<file path="config.mk">
export PLATFORM = sky130hd
export DESIGN_NAME = ogtr_queue
export DESIGN_NICKNAME = d
export VERILOG_FILES = /design/src/sv/ogtr_pkg.sv /design/src/sv/ogtr_queue.sv
export SDC_FILE = /design/constraint.sdc
export NUM_CORES = 1
export LEC_CHECK = 0
export BUFFER_PORTS_ARGS = -buffer_cell sky130_fd_sc_hd__buf_2
export CORE_ASPECT_RATIO = 1.1
export CORE_MARGIN = 4
export CORE_UTILIZATION = 40
export DETAILED_ROUTE_END_ITERATION = 7
export HOLD_SLACK_MARGIN = 0.1
export SETUP_SLACK_MARGIN = 0.1
export SLEW_MARGIN = 20
export SYNTH_ARGS = -nofsm -noshare
export SYNTH_HDL_FRONTEND = slang
export SYNTH_SLANG_ARGS = --single-unit
</file>
<file path="constraint.sdc">
create_clock -name aclk -period 5.3 [get_ports aclk]
set_clock_uncertainty 0.05 [all_clocks]
set_input_delay 0.795 -clock aclk [delete_from_list [all_inputs] [get_ports aclk]]
set_output_delay 0.795 -clock aclk [all_outputs]
set_load 0.05 [all_outputs]
</file>
<file path="src/sv/ogtr_pkg.sv">
// ----------------------------------------------------------------------------
// ogtr_pkg: shared types and constants
// Map limits, tile limits, register indexes, cell codes and the request,
// operation and result records passed between the front, queue and back.
// ----------------------------------------------------------------------------
`default_nettype none

package ogtr_pkg;

    localparam int MAX_WIDTH  = 256;
    localparam int MAX_HEIGHT = 256;
    localparam int TILE_CELLS = 64;

    localparam int TILE_SIDE  = 8;
    localparam int TILE_LIM_W = (TILE_SIDE < TILE_CELLS) ? TILE_SIDE : TILE_CELLS;

    localparam int TH_LIM_1 = (TILE_CELLS / 1 > TILE_SIDE) ? TILE_SIDE : TILE_CELLS / 1;
    localparam int TH_LIM_2 = (TILE_CELLS / 2 > TILE_SIDE) ? TILE_SIDE : TILE_CELLS / 2;
    localparam int TH_LIM_3 = (TILE_CELLS / 3 > TILE_SIDE) ? TILE_SIDE : TILE_CELLS / 3;
    localparam int TH_LIM_4 = (TILE_CELLS / 4 > TILE_SIDE) ? TILE_SIDE : TILE_CELLS / 4;
    localparam int TH_LIM_5 = (TILE_CELLS / 5 > TILE_SIDE) ? TILE_SIDE : TILE_CELLS / 5;
    localparam int TH_LIM_6 = (TILE_CELLS / 6 > TILE_SIDE) ? TILE_SIDE : TILE_CELLS / 6;
    localparam int TH_LIM_7 = (TILE_CELLS / 7 > TILE_SIDE) ? TILE_SIDE : TILE_CELLS / 7;
    localparam int TH_LIM_8 = (TILE_CELLS / 8 > TILE_SIDE) ? TILE_SIDE : TILE_CELLS / 8;

    localparam int DIM_W   = 9;
    localparam int COL_W   = (MAX_WIDTH > 1) ? $clog2(MAX_WIDTH) : 1;
    localparam int ROW_W   = (MAX_HEIGHT > 1) ? $clog2(MAX_HEIGHT) : 1;
    localparam int PROD_W  = DIM_W + ROW_W;
    localparam int GRID_DEPTH = MAX_WIDTH * MAX_HEIGHT;
    localparam int GRID_AW = (GRID_DEPTH > 1) ? $clog2(GRID_DEPTH) : 1;

    localparam int POS_W   = 9;
    localparam int TPOS_W  = POS_W + 1;
    localparam int TSIZE_W = 4;
    localparam int OFS_W   = 3;
    localparam int CHAN_W  = 8;
    localparam int CNT_W   = 3;
    localparam int SUM_W   = CHAN_W + 2;
    localparam int THR_W   = SUM_W + 2;

    localparam int S_TDATA_W = 64;
    localparam int M_TDATA_W = 16;

    localparam int CMD_DEPTH = 4;
    localparam int CMD_AW    = $clog2(CMD_DEPTH);
    localparam int OUT_DEPTH = 8;
    localparam int OUT_AW    = $clog2(OUT_DEPTH);
    localparam int OUT_CW    = $clog2(OUT_DEPTH + 1);

    localparam int CFG_IDX_W  = 2;
    localparam int CFG_DATA_W = 9;
    localparam logic [CFG_IDX_W-1:0] REG_NEGATE   = 2'd0;
    localparam logic [CFG_IDX_W-1:0] REG_CHANNELS = 2'd1;
    localparam logic [CFG_IDX_W-1:0] REG_WIDTH    = 2'd2;
    localparam logic [CFG_IDX_W-1:0] REG_HEIGHT   = 2'd3;

    localparam logic [DIM_W-1:0] MAP_SIZE_RESET = 9'd256;
    localparam logic [CNT_W-1:0] CHANNELS_RESET = 3'd1;

    localparam logic MODE_LOAD = 1'b0;
    localparam logic MODE_TILE = 1'b1;

    typedef logic [1:0] cell_code_t;
    localparam cell_code_t CELL_UNKNOWN = 2'b00;
    localparam cell_code_t CELL_OCC     = 2'b01;
    localparam cell_code_t CELL_FREE    = 2'b11;

    typedef struct packed {
        logic [DIM_W-1:0] w;
        logic [DIM_W-1:0] h;
    } map_dims_t;

    typedef struct packed {
        logic               is_tile;
        cell_code_t         code;
        logic [POS_W-1:0]   x;
        logic [POS_W-1:0]   y;
        logic [TSIZE_W-1:0] tw;
        logic [TSIZE_W-1:0] th;
    } cmd_t;

    typedef struct packed {
        logic              is_write;
        cell_code_t        code;
        logic              off;
        logic              last;
        logic [OFS_W-1:0]  cx;
        logic [OFS_W-1:0]  cy;
        logic [TPOS_W-1:0] x;
        logic [TPOS_W-1:0] y;
    } op_t;

    typedef struct packed {
        logic             last;
        logic             off;
        logic [OFS_W-1:0] cy;
        logic [OFS_W-1:0] cx;
        cell_code_t       value;
    } res_t;

    function automatic logic [TSIZE_W-1:0] tile_h_limit(input logic [TSIZE_W-1:0] tw);
        logic [TSIZE_W-1:0] lim;
        unique case (tw)
            4'd1:    lim = TSIZE_W'(TH_LIM_1);
            4'd2:    lim = TSIZE_W'(TH_LIM_2);
            4'd3:    lim = TSIZE_W'(TH_LIM_3);
            4'd4:    lim = TSIZE_W'(TH_LIM_4);
            4'd5:    lim = TSIZE_W'(TH_LIM_5);
            4'd6:    lim = TSIZE_W'(TH_LIM_6);
            4'd7:    lim = TSIZE_W'(TH_LIM_7);
            4'd8:    lim = TSIZE_W'(TH_LIM_8);
            default: lim = '0;
        endcase
        return lim;
    endfunction

endpackage

`default_nettype wire

</file>
<file path="src/sv/ogtr_queue.sv">
// ----------------------------------------------------------------------------
// ogtr_queue: command queue
// Short FIFO of requests between the intake front and the grid back end.
// ----------------------------------------------------------------------------
`default_nettype none

module ogtr_queue import ogtr_pkg::*; (
    input  wire logic aclk,
    input  wire logic aresetn,
    input  wire logic push,
    input  wire cmd_t push_data,
    output logic      push_ready,
    input  wire logic pop,
    output logic      pop_valid,
    output cmd_t      pop_data
);

    cmd_t              mem_reg [CMD_DEPTH];
    logic [CMD_AW-1:0] wr_ptr_reg, wr_ptr_next;
    logic [CMD_AW-1:0] rd_ptr_reg, rd_ptr_next;
    logic [CMD_AW:0]   count_reg, count_next;
    logic              do_push, do_pop;

    assign push_ready = (count_reg < (CMD_AW + 1)'(CMD_DEPTH));
    assign pop_valid  = (count_reg != '0);
    assign pop_data   = mem_reg[rd_ptr_reg];
    assign do_push    = push && push_ready;
    assign do_pop     = pop && pop_valid;

    always_comb begin
        wr_ptr_next = wr_ptr_reg;
        rd_ptr_next = rd_ptr_reg;
        count_next  = count_reg;
        if (do_push) begin
            wr_ptr_next = (wr_ptr_reg == CMD_AW'(CMD_DEPTH - 1)) ? '0 : wr_ptr_reg + 1'b1;
        end
        if (do_pop) begin
            rd_ptr_next = (rd_ptr_reg == CMD_AW'(CMD_DEPTH - 1)) ? '0 : rd_ptr_reg + 1'b1;
        end
        if (do_push && !do_pop) begin
            count_next = count_reg + 1'b1;
        end else if (do_pop && !do_push) begin
            count_next = count_reg - 1'b1;
        end
    end

    always_ff @(posedge aclk) begin
        if (!aresetn) begin
            wr_ptr_reg <= '0;
            rd_ptr_reg <= '0;
            count_reg  <= '0;
        end else begin
            wr_ptr_reg <= wr_ptr_next;
            rd_ptr_reg <= rd_ptr_next;
            count_reg  <= count_next;
        end
    end

    always_ff @(posedge aclk) begin
        if (do_push) begin
            mem_reg[wr_ptr_reg] <= push_data;
        end
    end

endmodule

`default_nettype wire

</file>
==> qor.yml <==
critical_path:
  timing.rr.end: "count_reg[2]"
  worstSetupPathType: "register to output port"
  r2r_start: "count_reg[0]"
  path_cells: "buf_4, mux4_2, buf_2"
  rr_worst_depth: 7
  crit_required_ns: 4.45
  cp.arrival_ns: 2.15
  r2r_slack_ns: 2.94
  crit_cells: 3
  path_buf_inv: 2
  cpLargestDelayFamily: "buffers and inverters"
  slowest_stage: "mux4_2"
  max_stage_delay_ns: 0.59
  setup.worst_path.end_class: "output port"
  crit_path_end: "pop_data[7]"
  startpoint_type: "register"
  cp_max_fo: 23
sta:
  timing.slew.headroom_pct: 44.9
  finalCriticalPeriod_ns: 3.00
  drv_slew: 0
  worst_pin_slew_ns: 0.827
  setup_viol: 0
  finalHoldViolations: 0
  setup_slack_ns: 2.30
  max_freq_mhz: 333
  timing.hold.ws_ns: 0.471
  rsz0062_at_grt: "false"
  post-route-period-util_pct: 56.6
  fin_setup_tns_ns: 0
synthesis:
  syn_area_mm2: 0.00466
  synth_area_leaders: "edfxtp_1 75%, mux4_2 14%, dfxtp_1 3.9%"
  yosysUniqueCellTypes: 24
  syn_nets: 239
  synth-edff-count: 116
  synth-seq-area-share_pct: 78.6
  synth_common_cells: "116 x edfxtp_1, 28 x mux4_2, 9 x dfxtp_1, 6 x ha_1, 5 x and2_1"
  synth_top_family_by_area: "multiplexers"
  ys_warn_count: 0
  synth_top_area_share_pct: 74.8
  ys_ff_latch: 125
  synthMuxAreaShare_pct: 14.7
  yosys.area.top_type: "edfxtp_1"
  synth_cells: 199
  yosysMostFrequentCell: "edfxtp_1"
  synth-xor-area-share_pct: 0.376
  synth_top_flop_cell: "edfxtp_1"
  async_reset_ff_share_pct: 0
  synth-adder-area-share_pct: 2.04
  synth_simple_gate_area_share_pct: 2.01
  avgSynthCellArea_um2: 23.4
  synth_compound_area_share_pct: 0.644
detailed_routing:
  drtIter0Drc: 102
  vias: 2174
  wl_per_cell_um: 17.7
  vias_per_cell: 4.96
  detail-route-antenna-nets: 0
  wirelength_mm: 7.77
  drc: 0
  dr.pass1.iters: 6
clock_tree:
  cts_tree: "done"
  post_cts_buffers: 0
  htreeDepth: 4
  clk_latency_ns: 0.40
  clock-sinks: 125
  cts-resized-gates: 0
  postCtsHoldBufs: 0
  cts.clk_slew.worst_paths_ns: 0.05
  clockBufferDepth: 2
  cts_root_buf: "clkbuf_16"
  numCtsBuffers: 17
grt:
  grt_max_degree: 30
  grt.total_usage_pct: 12.7
  grt_pass1_wl_mm: 12.6
  overflow: 0
  antenna_found_initial: 0
  grt_pass1_vias: 2421
cells_and_area:
  nets: 315
  multi_input_area_um2: 928
  drive_gt1_share_pct: 44.1
  largest_register_ffs: 116
  fin_area_mm2: 0.00570
  syn_to_final_growth_pct: 22.4
  final_cells: 438
  fill_cells: 930
  antenna_cells: 0
  register_area_mm2: 0.00367
place:
  place_area_mm2: 0.00512
  pre_cts_slack_ns: 2.57
  hpwl_mm: 4.58
  dp_cells: 406
  io_buffers: 63
  place_congestion: 0.667
pwr:
  clkPwrFrac_pct: 34.8
  p_int_mw: 2.20
  ir_drop_mv: 0.233
  power_frac_seq_pct: 38.8
  p_comb_share_pct: 26.4
  p_per_area_mw_per_mm2: 567
  p_switching_mw: 1.03
  p_leak_nw: 1.97
  p_sw_share_pct: 32.0
die:
  die_w_um: 111
  die-area_mm2: 0.0134
  io_pins: 64
  rows: 41
  core_mm2: 0.0114
  die_y_um: 121
  start_util_pct: 40.7
outcome:
  status: "complete, no violations"
hold_path:
  hold_path.class: "register to register"
run:
  cap_viol_max_count: 0
[worst reg2reg max path, cell delays in order, from the launching register on]
cell and delay, ns:
dfxtp_1 0.35, o31ai_1 0.55, ha_1 0.29, inv_1 0.06
fa_1 0.37, xor2_1 0.16, or3_1 0.31, a21boi_0 0.16
[cell usage in the layout (no fill, tap or decap), drive strengths merged, types with 2 or more instances in the layout]
cell / count
edfxtp: 116
buf: 64
mux4: 29
clkbuf: 19
dfxtp: 9
clkinv: 9
ha: 6
and2: 5
nor2b: 4
inv: 4
o21ai: 3
mux2i: 3
bufinv: 3
or3: 2
nor2: 2
nand2: 2
nand3: 2
[metrics by stage]
| stage | utilization [%] | power (mW) |
|---|---|---|
| 3_3_place_gp | 44.8 | 2.14 |
| 5_1_grt | 49.8 | 3.37 |
| 3_5_place_dp | 44.8 | 2.15 |
| 4_1_cts | 49.8 | 3.28 |
| 2_1_floorplan | - | 1.97 |
| 6_report | 49.8 | 3.23 |
[routing by layer]
metal / routed length, um / part of all wire [%] / up-vias / GRT usage [%]
li1: - / - / 977 / -
met1: 3180 / 41 / 1120 / 15.1
met2: 3860 / 50 / 65 / 19.8
met3: 587 / 7.6 / 12 / 5.54
met4: 143 / 1.8 / 0 / 6.70
met5: 0 / 0 / - / 0
[worst min path at each step]
| stage | startpoint | to | slack [ns] | cells past startpoint |
|---|---|---|---|---|
| final | rd_ptr_reg[1] | register | 0.47 | 2 |
| after global routing | rd_ptr_reg[1] | register | 0.53 | 2 |
| after CTS | rd_ptr_reg[1] | register | 0.47 | 2 |
| after detailed placement | rd_ptr_reg[1] | register | 0.46 | 2 |
| after global placement | rd_ptr_reg[1] | register | 0.46 | 2 |
| after floorplan | rd_ptr_reg[1] | register | 0.43 | 2 |
[power groups by stage]
stage	logic [mW]	clock network, mW	registers [mW]
final	0.855	1.12	1.25
after global placement	0.868	0	1.27
after detailed placement	0.872	0	1.28
after global routing	0.911	1.19	1.27
after CTS	0.874	1.15	1.26
after floorplan	0.729	0	1.24
[layout make-up]
cell class / instances / area share (%)
inverters: 4 / 0.263
clock inverters: 13 / 2.61
flip-flops and latches: 125 / 64.3
clock buffers: 19 / 7.59
multi-input cells: 63 / 16.3
well taps: 150 / 3.29
repair buffers: 64 / 5.66
[cells by family (layout without fill, tap and decap cells)]
family          count (synthesis)  count (layout)
fa+ha+maj                       7               7
flops                         125             125
simple gates                   17              17
xor+xnor                        2               2
compound gates                  5               5
mux                            32              32
buf+inv                        11             100
Power figures use the tool's default switching activity.
