<file path="src/sv/ogtr_pkg.sv">
// ----------------------------------------------------------------------------
// ogtr_pkg: shared types and constants
// Map limits, tile limits, register indexes, cell codes and the request,
// operation and result records passed between the front, queue and back.
// ----------------------------------------------------------------------------
`default_nettype none

package ogtr_pkg;

    localparam int MAX_WIDTH  = 256;
    localparam int MAX_HEIGHT = 256;
    localparam int TILE_CELLS = 64;

    localparam int TILE_SIDE  = 8;
    localparam int TILE_LIM_W = (TILE_SIDE < TILE_CELLS) ? TILE_SIDE : TILE_CELLS;

    localparam int TH_LIM_1 = (TILE_CELLS / 1 > TILE_SIDE) ? TILE_SIDE : TILE_CELLS / 1;
    localparam int TH_LIM_2 = (TILE_CELLS / 2 > TILE_SIDE) ? TILE_SIDE : TILE_CELLS / 2;
    localparam int TH_LIM_3 = (TILE_CELLS / 3 > TILE_SIDE) ? TILE_SIDE : TILE_CELLS / 3;
    localparam int TH_LIM_4 = (TILE_CELLS / 4 > TILE_SIDE) ? TILE_SIDE : TILE_CELLS / 4;
    localparam int TH_LIM_5 = (TILE_CELLS / 5 > TILE_SIDE) ? TILE_SIDE : TILE_CELLS / 5;
    localparam int TH_LIM_6 = (TILE_CELLS / 6 > TILE_SIDE) ? TILE_SIDE : TILE_CELLS / 6;
    localparam int TH_LIM_7 = (TILE_CELLS / 7 > TILE_SIDE) ? TILE_SIDE : TILE_CELLS / 7;
    localparam int TH_LIM_8 = (TILE_CELLS / 8 > TILE_SIDE) ? TILE_SIDE : TILE_CELLS / 8;

    localparam int DIM_W   = 9;
    localparam int COL_W   = (MAX_WIDTH > 1) ? $clog2(MAX_WIDTH) : 1;
    localparam int ROW_W   = (MAX_HEIGHT > 1) ? $clog2(MAX_HEIGHT) : 1;
    localparam int PROD_W  = DIM_W + ROW_W;
    localparam int GRID_DEPTH = MAX_WIDTH * MAX_HEIGHT;
    localparam int GRID_AW = (GRID_DEPTH > 1) ? $clog2(GRID_DEPTH) : 1;

    localparam int POS_W   = 9;
    localparam int TPOS_W  = POS_W + 1;
    localparam int TSIZE_W = 4;
    localparam int OFS_W   = 3;
    localparam int CHAN_W  = 8;
    localparam int CNT_W   = 3;
    localparam int SUM_W   = CHAN_W + 2;
    localparam int THR_W   = SUM_W + 2;

    localparam int S_TDATA_W = 64;
    localparam int M_TDATA_W = 16;

    localparam int CMD_DEPTH = 4;
    localparam int CMD_AW    = $clog2(CMD_DEPTH);
    localparam int OUT_DEPTH = 8;
    localparam int OUT_AW    = $clog2(OUT_DEPTH);
    localparam int OUT_CW    = $clog2(OUT_DEPTH + 1);

    localparam int CFG_IDX_W  = 2;
    localparam int CFG_DATA_W = 9;
    localparam logic [CFG_IDX_W-1:0] REG_NEGATE   = 2'd0;
    localparam logic [CFG_IDX_W-1:0] REG_CHANNELS = 2'd1;
    localparam logic [CFG_IDX_W-1:0] REG_WIDTH    = 2'd2;
    localparam logic [CFG_IDX_W-1:0] REG_HEIGHT   = 2'd3;

    localparam logic [DIM_W-1:0] MAP_SIZE_RESET = 9'd256;
    localparam logic [CNT_W-1:0] CHANNELS_RESET = 3'd1;

    localparam logic MODE_LOAD = 1'b0;
    localparam logic MODE_TILE = 1'b1;

    typedef logic [1:0] cell_code_t;
    localparam cell_code_t CELL_UNKNOWN = 2'b00;
    localparam cell_code_t CELL_OCC     = 2'b01;
    localparam cell_code_t CELL_FREE    = 2'b11;

    typedef struct packed {
        logic [DIM_W-1:0] w;
        logic [DIM_W-1:0] h;
    } map_dims_t;

    typedef struct packed {
        logic               is_tile;
        cell_code_t         code;
        logic [POS_W-1:0]   x;
        logic [POS_W-1:0]   y;
        logic [TSIZE_W-1:0] tw;
        logic [TSIZE_W-1:0] th;
    } cmd_t;

    typedef struct packed {
        logic              is_write;
        cell_code_t        code;
        logic              off;
        logic              last;
        logic [OFS_W-1:0]  cx;
        logic [OFS_W-1:0]  cy;
        logic [TPOS_W-1:0] x;
        logic [TPOS_W-1:0] y;
    } op_t;

    typedef struct packed {
        logic             last;
        logic             off;
        logic [OFS_W-1:0] cy;
        logic [OFS_W-1:0] cx;
        cell_code_t       value;
    } res_t;

    function automatic logic [TSIZE_W-1:0] tile_h_limit(input logic [TSIZE_W-1:0] tw);
        logic [TSIZE_W-1:0] lim;
        unique case (tw)
            4'd1:    lim = TSIZE_W'(TH_LIM_1);
            4'd2:    lim = TSIZE_W'(TH_LIM_2);
            4'd3:    lim = TSIZE_W'(TH_LIM_3);
            4'd4:    lim = TSIZE_W'(TH_LIM_4);
            4'd5:    lim = TSIZE_W'(TH_LIM_5);
            4'd6:    lim = TSIZE_W'(TH_LIM_6);
            4'd7:    lim = TSIZE_W'(TH_LIM_7);
            4'd8:    lim = TSIZE_W'(TH_LIM_8);
            default: lim = '0;
        endcase
        return lim;
    endfunction

endpackage

`default_nettype wire

</file>
<file path="src/sv/ogtr_front.sv">
// ----------------------------------------------------------------------------
// ogtr_front: request intake and pixel classification
// Holds the configuration registers and the load position, classifies load
// pixels, clamps tile windows and pushes requests into the command queue.
// ----------------------------------------------------------------------------
`default_nettype none

module ogtr_front import ogtr_pkg::*; (
    input  wire logic                  aclk,
    input  wire logic                  aresetn,
    input  wire logic                  s_tvalid,
    output logic                       s_tready,
    input  wire logic [S_TDATA_W-1:0]  s_tdata,
    input  wire logic                  s_tuser,
    input  wire logic                  cfg_wr_en,
    input  wire logic [CFG_IDX_W-1:0]  cfg_index,
    input  wire logic [CFG_DATA_W-1:0] cfg_wdata,
    output map_dims_t                  dims,
    output logic                       q_push,
    output cmd_t                       q_data,
    input  wire logic                  q_ready
);

    logic               negate_reg;
    logic [CNT_W-1:0]   chan_reg;
    logic [DIM_W-1:0]   width_reg;
    logic [DIM_W-1:0]   height_reg;
    logic [COL_W-1:0]   col_reg, col_next;
    logic [ROW_W-1:0]   row_reg, row_next;

    logic [CHAN_W-1:0]  ch0, ch1, ch2, ch3;
    logic [POS_W-1:0]   tile_col, tile_row;
    logic [TSIZE_W-1:0] tw_in, th_in, tw_c, th_lim, th_c;
    logic [CNT_W-1:0]   n_eff;
    logic [SUM_W-1:0]   sum;
    logic [THR_W-1:0]   s4, s2, n_ext;
    cell_code_t         code;
    logic [DIM_W-1:0]   col_inc, row_inc;
    logic               accept, load_acc;

    assign ch0      = s_tdata[0 +: CHAN_W];
    assign ch1      = s_tdata[8 +: CHAN_W];
    assign ch2      = s_tdata[16 +: CHAN_W];
    assign ch3      = s_tdata[24 +: CHAN_W];
    assign tile_col = s_tdata[32 +: POS_W];
    assign tile_row = s_tdata[41 +: POS_W];
    assign tw_in    = s_tdata[50 +: TSIZE_W];
    assign th_in    = s_tdata[54 +: TSIZE_W];

    always_comb begin
        dims.w = (width_reg == '0) ? DIM_W'(1) :
                 (width_reg > DIM_W'(MAX_WIDTH)) ? DIM_W'(MAX_WIDTH) : width_reg;
        dims.h = (height_reg == '0) ? DIM_W'(1) :
                 (height_reg > DIM_W'(MAX_HEIGHT)) ? DIM_W'(MAX_HEIGHT) : height_reg;
    end

    always_comb begin
        n_eff = (chan_reg == '0) ? CNT_W'(1) : (chan_reg > CNT_W'(4)) ? CNT_W'(4) : chan_reg;
        sum   = SUM_W'(ch0)
              + ((n_eff >= CNT_W'(2)) ? SUM_W'(ch1) : '0)
              + ((n_eff >= CNT_W'(3)) ? SUM_W'(ch2) : '0)
              + ((n_eff >= CNT_W'(4)) ? SUM_W'(ch3) : '0);
        s4    = {sum, 2'b00};
        s2    = {1'b0, sum, 1'b0};
        n_ext = THR_W'(n_eff);
        code  = CELL_UNKNOWN;
        if (negate_reg) begin
            if (s4 > THR_W'(969) * n_ext) begin
                code = CELL_OCC;
            end else if (s2 < THR_W'(51) * n_ext) begin
                code = CELL_FREE;
            end
        end else begin
            if (s4 < THR_W'(51) * n_ext) begin
                code = CELL_OCC;
            end else if (s2 > THR_W'(459) * n_ext) begin
                code = CELL_FREE;
            end
        end
    end

    always_comb begin
        tw_c   = (tw_in > TSIZE_W'(TILE_LIM_W)) ? TSIZE_W'(TILE_LIM_W) : tw_in;
        th_lim = tile_h_limit(tw_c);
        th_c   = (th_in > th_lim) ? th_lim : th_in;
    end

    always_comb begin
        q_data.is_tile = (s_tuser == MODE_TILE);
        q_data.code    = code;
        q_data.tw      = tw_c;
        q_data.th      = th_c;
        if (s_tuser == MODE_LOAD) begin
            q_data.x = POS_W'(col_reg);
            q_data.y = POS_W'(dims.h - DIM_W'(1) - DIM_W'(row_reg));
        end else begin
            q_data.x = tile_col;
            q_data.y = tile_row;
        end
    end

    assign s_tready = q_ready;
    assign accept   = s_tvalid && q_ready;
    assign load_acc = accept && (s_tuser == MODE_LOAD);
    assign q_push   = accept && ((s_tuser == MODE_LOAD) || (tw_c != '0 && th_c != '0));

    always_comb begin
        col_inc  = DIM_W'(col_reg) + DIM_W'(1);
        row_inc  = DIM_W'(row_reg) + DIM_W'(1);
        col_next = col_reg;
        row_next = row_reg;
        if (load_acc) begin
            if (col_inc >= dims.w) begin
                col_next = '0;
                row_next = (row_inc >= dims.h) ? '0 : ROW_W'(row_inc);
            end else begin
                col_next = COL_W'(col_inc);
            end
        end
    end

    always_ff @(posedge aclk) begin
        if (!aresetn) begin
            negate_reg <= 1'b0;
            chan_reg   <= CHANNELS_RESET;
            width_reg  <= MAP_SIZE_RESET;
            height_reg <= MAP_SIZE_RESET;
            col_reg    <= '0;
            row_reg    <= '0;
        end else begin
            col_reg <= col_next;
            row_reg <= row_next;
            if (cfg_wr_en) begin
                unique case (cfg_index)
                    REG_NEGATE: begin
                        negate_reg <= cfg_wdata[0];
                    end
                    REG_CHANNELS: begin
                        chan_reg <= cfg_wdata[CNT_W-1:0];
                    end
                    REG_WIDTH: begin
                        width_reg <= cfg_wdata[DIM_W-1:0];
                        col_reg   <= '0;
                        row_reg   <= '0;
                    end
                    REG_HEIGHT: begin
                        height_reg <= cfg_wdata[DIM_W-1:0];
                        col_reg    <= '0;
                        row_reg    <= '0;
                    end
                endcase
            end
        end
    end

endmodule

`default_nettype wire

</file>
<file path="config.mk">
export PLATFORM = sky130hd
export DESIGN_NAME = ogtr_front
export DESIGN_NICKNAME = d
export VERILOG_FILES = /design/src/sv/ogtr_pkg.sv /design/src/sv/ogtr_front.sv
export SDC_FILE = /design/constraint.sdc
export NUM_CORES = 1
export LEC_CHECK = 0
export BUFFER_PORTS_ARGS = -buffer_cell sky130_fd_sc_hd__buf_2
export CAP_MARGIN = 20
export CORE_UTILIZATION = 50
export CTS_CLUSTER_SIZE = 16
export DETAILED_ROUTE_END_ITERATION = 10
export PLACE_DENSITY_LB_ADDON = 0.3
export SLEW_MARGIN = 20
export SYNTH_ARGS = -nofsm -noshare
export SYNTH_HDL_FRONTEND = slang
export SYNTH_SLANG_ARGS = --single-unit
</file>
<file path="constraint.sdc">
create_clock -name aclk -period 9.9 [get_ports aclk]
set_input_delay 2.97 -clock aclk [delete_from_list [all_inputs] [get_ports aclk]]
set_output_delay 2.97 -clock aclk [all_outputs]
set_load 0.01 [all_outputs]
</file>
==> qor.txt, run 1 <==
outcome: complete, but fails checks
Via density: 5.49
Antenna Nets Post-Route: 0
part of the power in registers: 25.7%
P_sw: 0.217 mW
delay-heaviest family, CP: adder cells
Layout fillers: 875
All-Layer GR Usage: 24.7%
data arrival time of the worst path: 7.21 ns
routability cong.: 0.939
DIE HEIGHT: 102 um
Slew headroom: 35.3%
root buffer cell: clkbuf_8
largest net degree at the start of global routing: 29
Final HPWL DP: 10200 um
Worst Setup End Kind: primary output
most common cell after layout, fill and taps aside: buf_2
Residual DRC: 0
DR vias: 4986
power per cell area: 99.3 nW/um2
EDFF count, synth: 0
Max Buffers Root-to-Sink: 2
Die ar.: 10500 um2
Peak supply drop: 0.0000906 V
register area share after synthesis: 15.1%
Post-synth top flop: dfxtp_1
Placed Cells: 894
drt pass-1 iters: 4
CTS tree: built
critical path startpoint category: primary input
layout cells sized above 1: 27.1%
crit path from: s_tdata[17]
failing checks: setup timing
Final Slew Violations: 0
clock skew: 0.00577 ns
Crit Path Category: in -> out
final cell count without fillers: 909
post-layout util: 63.8%
Starting Density: 51.4%
setup ws final: -0.278 ns
Cell variety after synth: 63
final antenna diode count: 0
Post-Place Cell Area: 5870 um2
DRT Wirelength: 13100 um
hold_ws: 0.487 ns
vias in the first global route: 4630
drt initial violations: 116
clock power share: 27.2%
area of the core: 9770 um2
Sw Share: 35.1%
final hold vios: 0
Critical Path Fanout Max: 4
Slowest-stage cell, CP: fa_1
Core Rows: 36
fmax: 98.3 MHz
antenna violations before repair: 0
CTS Sinks: 38
Non-Filler Cell Area, Final: 6240 um2
Die Wd: 102 um
Worst-Skew Late Latency: 0.30 ns
Tot Pwr: 0.620 mW
RSZ-0062 raised after global routing: true
port bufs: 123
Hold Path Class: reg -> reg
Post-synth ARST share: 0%
Place WS: -0.447 ns
final net count: 953
slew of the pin with the lowest slew margin: 0.964 ns
CP bufs+invs: 6
final period utilization: 103%
MaxCap Viol Count: 0
internal power: 0.402 mW
worst endpoint required time: 6.93 ns
Syn Std Cell Area: 5020 um2
CTS hold repair buffers: 0
Syn Inst Count: 637
first-pass GRT wire length: 20700 um
Syn Area/Cell: 7.89 um2
final setup violation count: 2
most frequent cells in the layout: buf_2, nand2_1, ha_1
Area Overhead vs Synth: 24.1%
CP cell instances: buf_6 -> nand2_4 -> fa_1 -> inv_2 -> fa_1 -> ha_4 -> fa_2 -> nand3_2 -> a21o_1 -> and3b_2 -> xor2_2 -> inv_2 -> ha_4 -> nand4_1 -> buf_4 -> nor4_4 -> buf_4 -> nor3_2 -> a211oi_1 -> nor2_2 -> a32o_2 -> buf_6
HP Start: width_reg[3]$_SDFFE_PN0P_
min cycle time layout: 10.18 ns
gr ovfl total: 0
Syn. warnings: 0
Setup TNS Final: -0.490 ns
syn nets: 815
Yosys reg bits: 38
combinational power share: 47.1%
per-cell routed wire length: 14.4 um
top-level I/O count: 130
Worst-path clk slew: 0.08 ns
Critical Path Max Stage Delay: 0.55 ns
Lkg Pwr: 3.04 nW
R2R Path Start: col_reg[0]$_SDFF_PN0_
TritonCTS buffer count: 5
H-tree depth reported by CTS: 2
[power groups by stage]
stage	combinational (mW)	clock [mW]	sequential [mW]
after CTS	0.268	0.167	0.159
final	0.292	0.169	0.159
after floorplan	0.166	0	0.162
after detailed placement	0.248	0	0.163
after global placement	0.240	0	0.163
after global routing	0.322	0.175	0.160
[path summary, 6_finish.rpt]
check | end | slack, ns | cells after the start
max | q_data[27] | -0.28 | 22
min | width_reg[3]$_SDFFE_PN0P_ | 0.49 | 2
max reg2reg | row_reg[7]$_SDFF_PN0_ | 6.58 | 11
min reg2reg | width_reg[3]$_SDFFE_PN0P_ | 0.49 | 2
[kinds of logic after synthesis]
| group | count (synthesis) | synth area share [%] |
|---|---|---|
| AND/OR/NAND/NOR | 208 | 19.8 |
| AO/OA/AOI/OAI | 149 | 19.8 |
| adder cells (fa/ha/maj) | 100 | 27.9 |
| XOR/XNOR | 40 | 7.25 |
| buffers and inverters | 88 | 7.02 |
| flip-flops | 38 | 15.1 |
| multiplexers | 14 | 3.06 |
[layer usage]
layer / global-route usage [%] / up-vias / wire length [um]
li1: - / 2486 / -
met1: 29.4 / 2314 / 5500
met2: 45.6 / 151 / 6700
met3: 2.94 / 35 / 497
met4: 8.46 / 0 / 352
met5: 0 / - / 0
[worst reg2reg max path, delay by kind of cell (launching register included)]
kind                       cells  cell delay (ns)
xor gates and xnor gates       1             0.19
DFF                            1             0.43
adders and majority gates      2             0.44
AOI/OAI and AO/OA              5             1.59
and+or+nand+nor                3             0.55
[final cells by class]
class                   instances  area [um2]  share of cell area, %
inverters                      67         251                   4.03
clock buffers                   6        82.6                   1.32
well taps                     133         166                   2.67
repair buffers                152         852                   13.7
multi-input cells             511        4060                   65.1
clock inverters                 2        60.1                  0.963
flip-flops and latches         38         761                   12.2
[Yosys cell counts (all sizes together) (5+ instances only)]
library cell  instances  area [um2]
nand2b               11        68.8
nor4                  9        56.3
nor2                 27         101
nand4                 5        31.3
nor2b                11        76.3
nor3                 11        55.1
and2                  9        56.3
xor2                 14         123
a21oi                39         195
xnor2                25         219
nand3                12        60.1
fa                   21         420
a31oi                 7        43.8
a21boi               18         135
mux2                 11         124
o21ai                26         134
nand2                94         353
dfxtp                38         761
o211ai                5        37.5
o21a                  6        45.0
inv                  66         248
ha                   76         951
a21o                 13        98.9
clkbuf               17        63.8
a32o                  7        70.1
[repair_timing]
item                                    4_1_cts  5_1_grt
endpoints found under the setup margin        2        2
resized for setup                            19       18
pin swaps                                    15       13
buffers inserted                              5        2
Power figures use the tool's default switching activity.
==> run 2, diff against run 1 <==
Settings changed: ABC_AREA from default to 0, MAX_ROUTING_LAYER from default to met4.
==> qor.txt, run 2 (synthesis gave the netlist of run 1 again) <==
Area Overhead vs Synth: 22.0%
Slowest-stage cell, CP: fa_1
slew of the pin with the lowest slew margin: 0.938 ns (-0.0266 ns)
Placed Cells: 890 (-0.45%)
Starting Density: 51.4% (unchanged)
Worst-path clk slew: 0.08 ns (about the same)
CTS Sinks: 38 (unchanged)
CTS tree: built
routability cong.: 0.917 (-2.3%)
Critical Path Fanout Max: 3 (-1)
fmax: 100 MHz (+1.9%)
min cycle time layout: 9.99 ns (-0.189 ns)
All-Layer GR Usage: 24.4% (-0.35 points)
per-cell routed wire length: 14.0 um (-2.4%)
critical path startpoint category: primary input
DRT Wirelength: 12700 um (-2.6%)
Core Rows: 36 (unchanged)
DIE HEIGHT: 102 um (unchanged)
Worst-Skew Late Latency: 0.30 ns (about the same)
gr ovfl total: 0 (unchanged)
power per cell area: 91.9 nW/um2 (-7.5%)
final period utilization: 101% (-1.9 points)
worst endpoint required time: 6.93 ns (about the same)
Die Wd: 102 um (unchanged)
first-pass GRT wire length: 19800 um (-4.4%)
antenna violations before repair: 0 (unchanged)
Final Slew Violations: 0 (unchanged)
drt pass-1 iters: 4 (unchanged)
CP cell instances: buf_6 -> inv_2 -> fa_1 -> inv_1 -> fa_1 -> ha_2 -> buf_4 -> buf_4 -> a21o_1 -> a21oi_1 -> xnor2_1 -> buf_4 -> ha_1 -> a21oi_1 -> o21ai_0 -> a21oi_2 -> nand2_1 -> a211oi_1 -> nor2_1 -> a32o_1 -> buf_2
Lkg Pwr: 2.99 nW (-1.6%)
TritonCTS buffer count: 5 (unchanged)
Critical Path Max Stage Delay: 0.53 ns (-0.02 ns)
root buffer cell: clkbuf_8
top-level I/O count: 130 (unchanged)
Residual DRC: 0 (unchanged)
port bufs: 123 (unchanged)
RSZ-0062 raised after global routing: true
Max Buffers Root-to-Sink: 2 (unchanged)
final setup violation count: 2 (unchanged)
H-tree depth reported by CTS: 2 (unchanged)
vias in the first global route: 4568 (-1.3%)
Non-Filler Cell Area, Final: 6130 um2 (-1.7%)
final cell count without fillers: 908 (-0.11%)
Hold Path Class: reg -> reg
drt initial violations: 125 (+7.8%)
largest net degree at the start of global routing: 29 (unchanged)
setup ws final: -0.0885 ns (+0.189 ns)
layout cells sized above 1: 26.1% (-1.0 points)
DR vias: 4951 (-0.70%)
CP dominant cell by count: buf_4
clock skew: 0.00843 ns (+0.00266 ns)
data arrival time of the worst path: 7.02 ns (-0.19 ns)
Slew headroom: 37.1% (+1.8 points)
Crit Path Category: in -> out
Post-Place Cell Area: 5840 um2 (-0.51%)
MaxCap Viol Count: 0 (unchanged)
most common cell after layout, fill and taps aside: buf_2
final net count: 952 (-0.10%)
most frequent cells in the layout: buf_2, nand2_1, ha_1
Die ar.: 10500 um2 (unchanged)
area of the core: 9770 um2 (unchanged)
final hold vios: 0 (unchanged)
Final HPWL DP: 10300 um (+0.94%)
Via density: 5.45 (-0.59%)
Peak supply drop: 0.0000793 V (-12%)
r2r setup slk: 6.60 ns (+0.02 ns)
failing checks: setup timing
Antenna Nets Post-Route: 0 (unchanged)
Worst Setup End Kind: primary output
final antenna diode count: 0 (unchanged)
outcome: complete, but fails checks
[run 2: cell count changes in the layout (fill, tap and decap cells not counted), sizes merged]
cell,change
clkinv,+2
buf,-1
bufinv,-1
clkbuf,-1
[run 2: per-layer routing]
layer | up-vias | track usage, % | routed length [um]
li1 | 2484 | - | -
met3 | 16 | 2.05 | 403
met1 | 2322 | 27.9 | 5540
met2 | 129 | 45.6 | 6580
met4 | 0 | 5.82 | 195
met5 | - | - | 0
[run 2: power by group]
part,total (mW),switching [mW],internal (mW)
logic,0.272,0.143,0.129
clock network,0.133,0.0584,0.0742
registers,0.159,0.00339,0.156
total,0.564,0.204,0.359
[run 2: final cells by class]
| cell class | count | area, um2 |
|---|---|---|
| tap | 133 | 166 |
| multi-input combinational | 511 | 4000 |
| inverter | 67 | 251 |
| fill | 880 | 3640 |
| sequential | 38 | 761 |
| clock inverter | 3 | 40.0 |
| clock buffer | 5 | 68.8 |
| timing repair buffer | 151 | 845 |
[run 2: critical path: cells and delay by family]
family / cells / cell delay, ns
xor gates and xnor gates: 1 / 0.17
AOI/OAI and AO/OA: 7 / 1.52
adders and majority gates: 4 / 1.41
and+or+nand+nor: 2 / 0.21
buffers and inverters: 7 / 0.70
[run 2: worst paths after layout]
check | from | end | cells past startpoint
worst max register to register | col_reg[0]$_SDFF_PN0_ | row_reg[7]$_SDFF_PN0_ | 11
worst min-delay path | height_reg[0]$_SDFFE_PN0P_ | height_reg[0]$_SDFFE_PN0P_ | 2
worst max-delay path | s_tdata[1] | q_data[27] | 21
worst min register to register | height_reg[0]$_SDFFE_PN0P_ | height_reg[0]$_SDFFE_PN0P_ | 2
[run 2: repair_timing]
item / 4_1_cts / 5_1_grt
hold buffers: 0 / 0
cloned: 0 / 0
endpoints found under the setup margin: 2 / 2
resized for setup: 21 / 3
pin swaps: 15 / 10
buffers inserted: 6 / 4
[run 2: per-stage QoR]
step,setup slack (ns),setup TNS (ns),utilization [%],hold WS (ns),total power [mW]
floorplan,0.0135,0,-,0.442,0.328
global route,-0.281,-0.547,62.7,0.508,0.602
global placement,-0.305,-0.577,59.8,0.456,0.400
CTS,-0.0872,-0.171,62.3,0.484,0.558
finish,-0.0885,-0.175,62.7,0.482,0.564
detailed placement,-0.446,-0.877,59.8,0.467,0.409
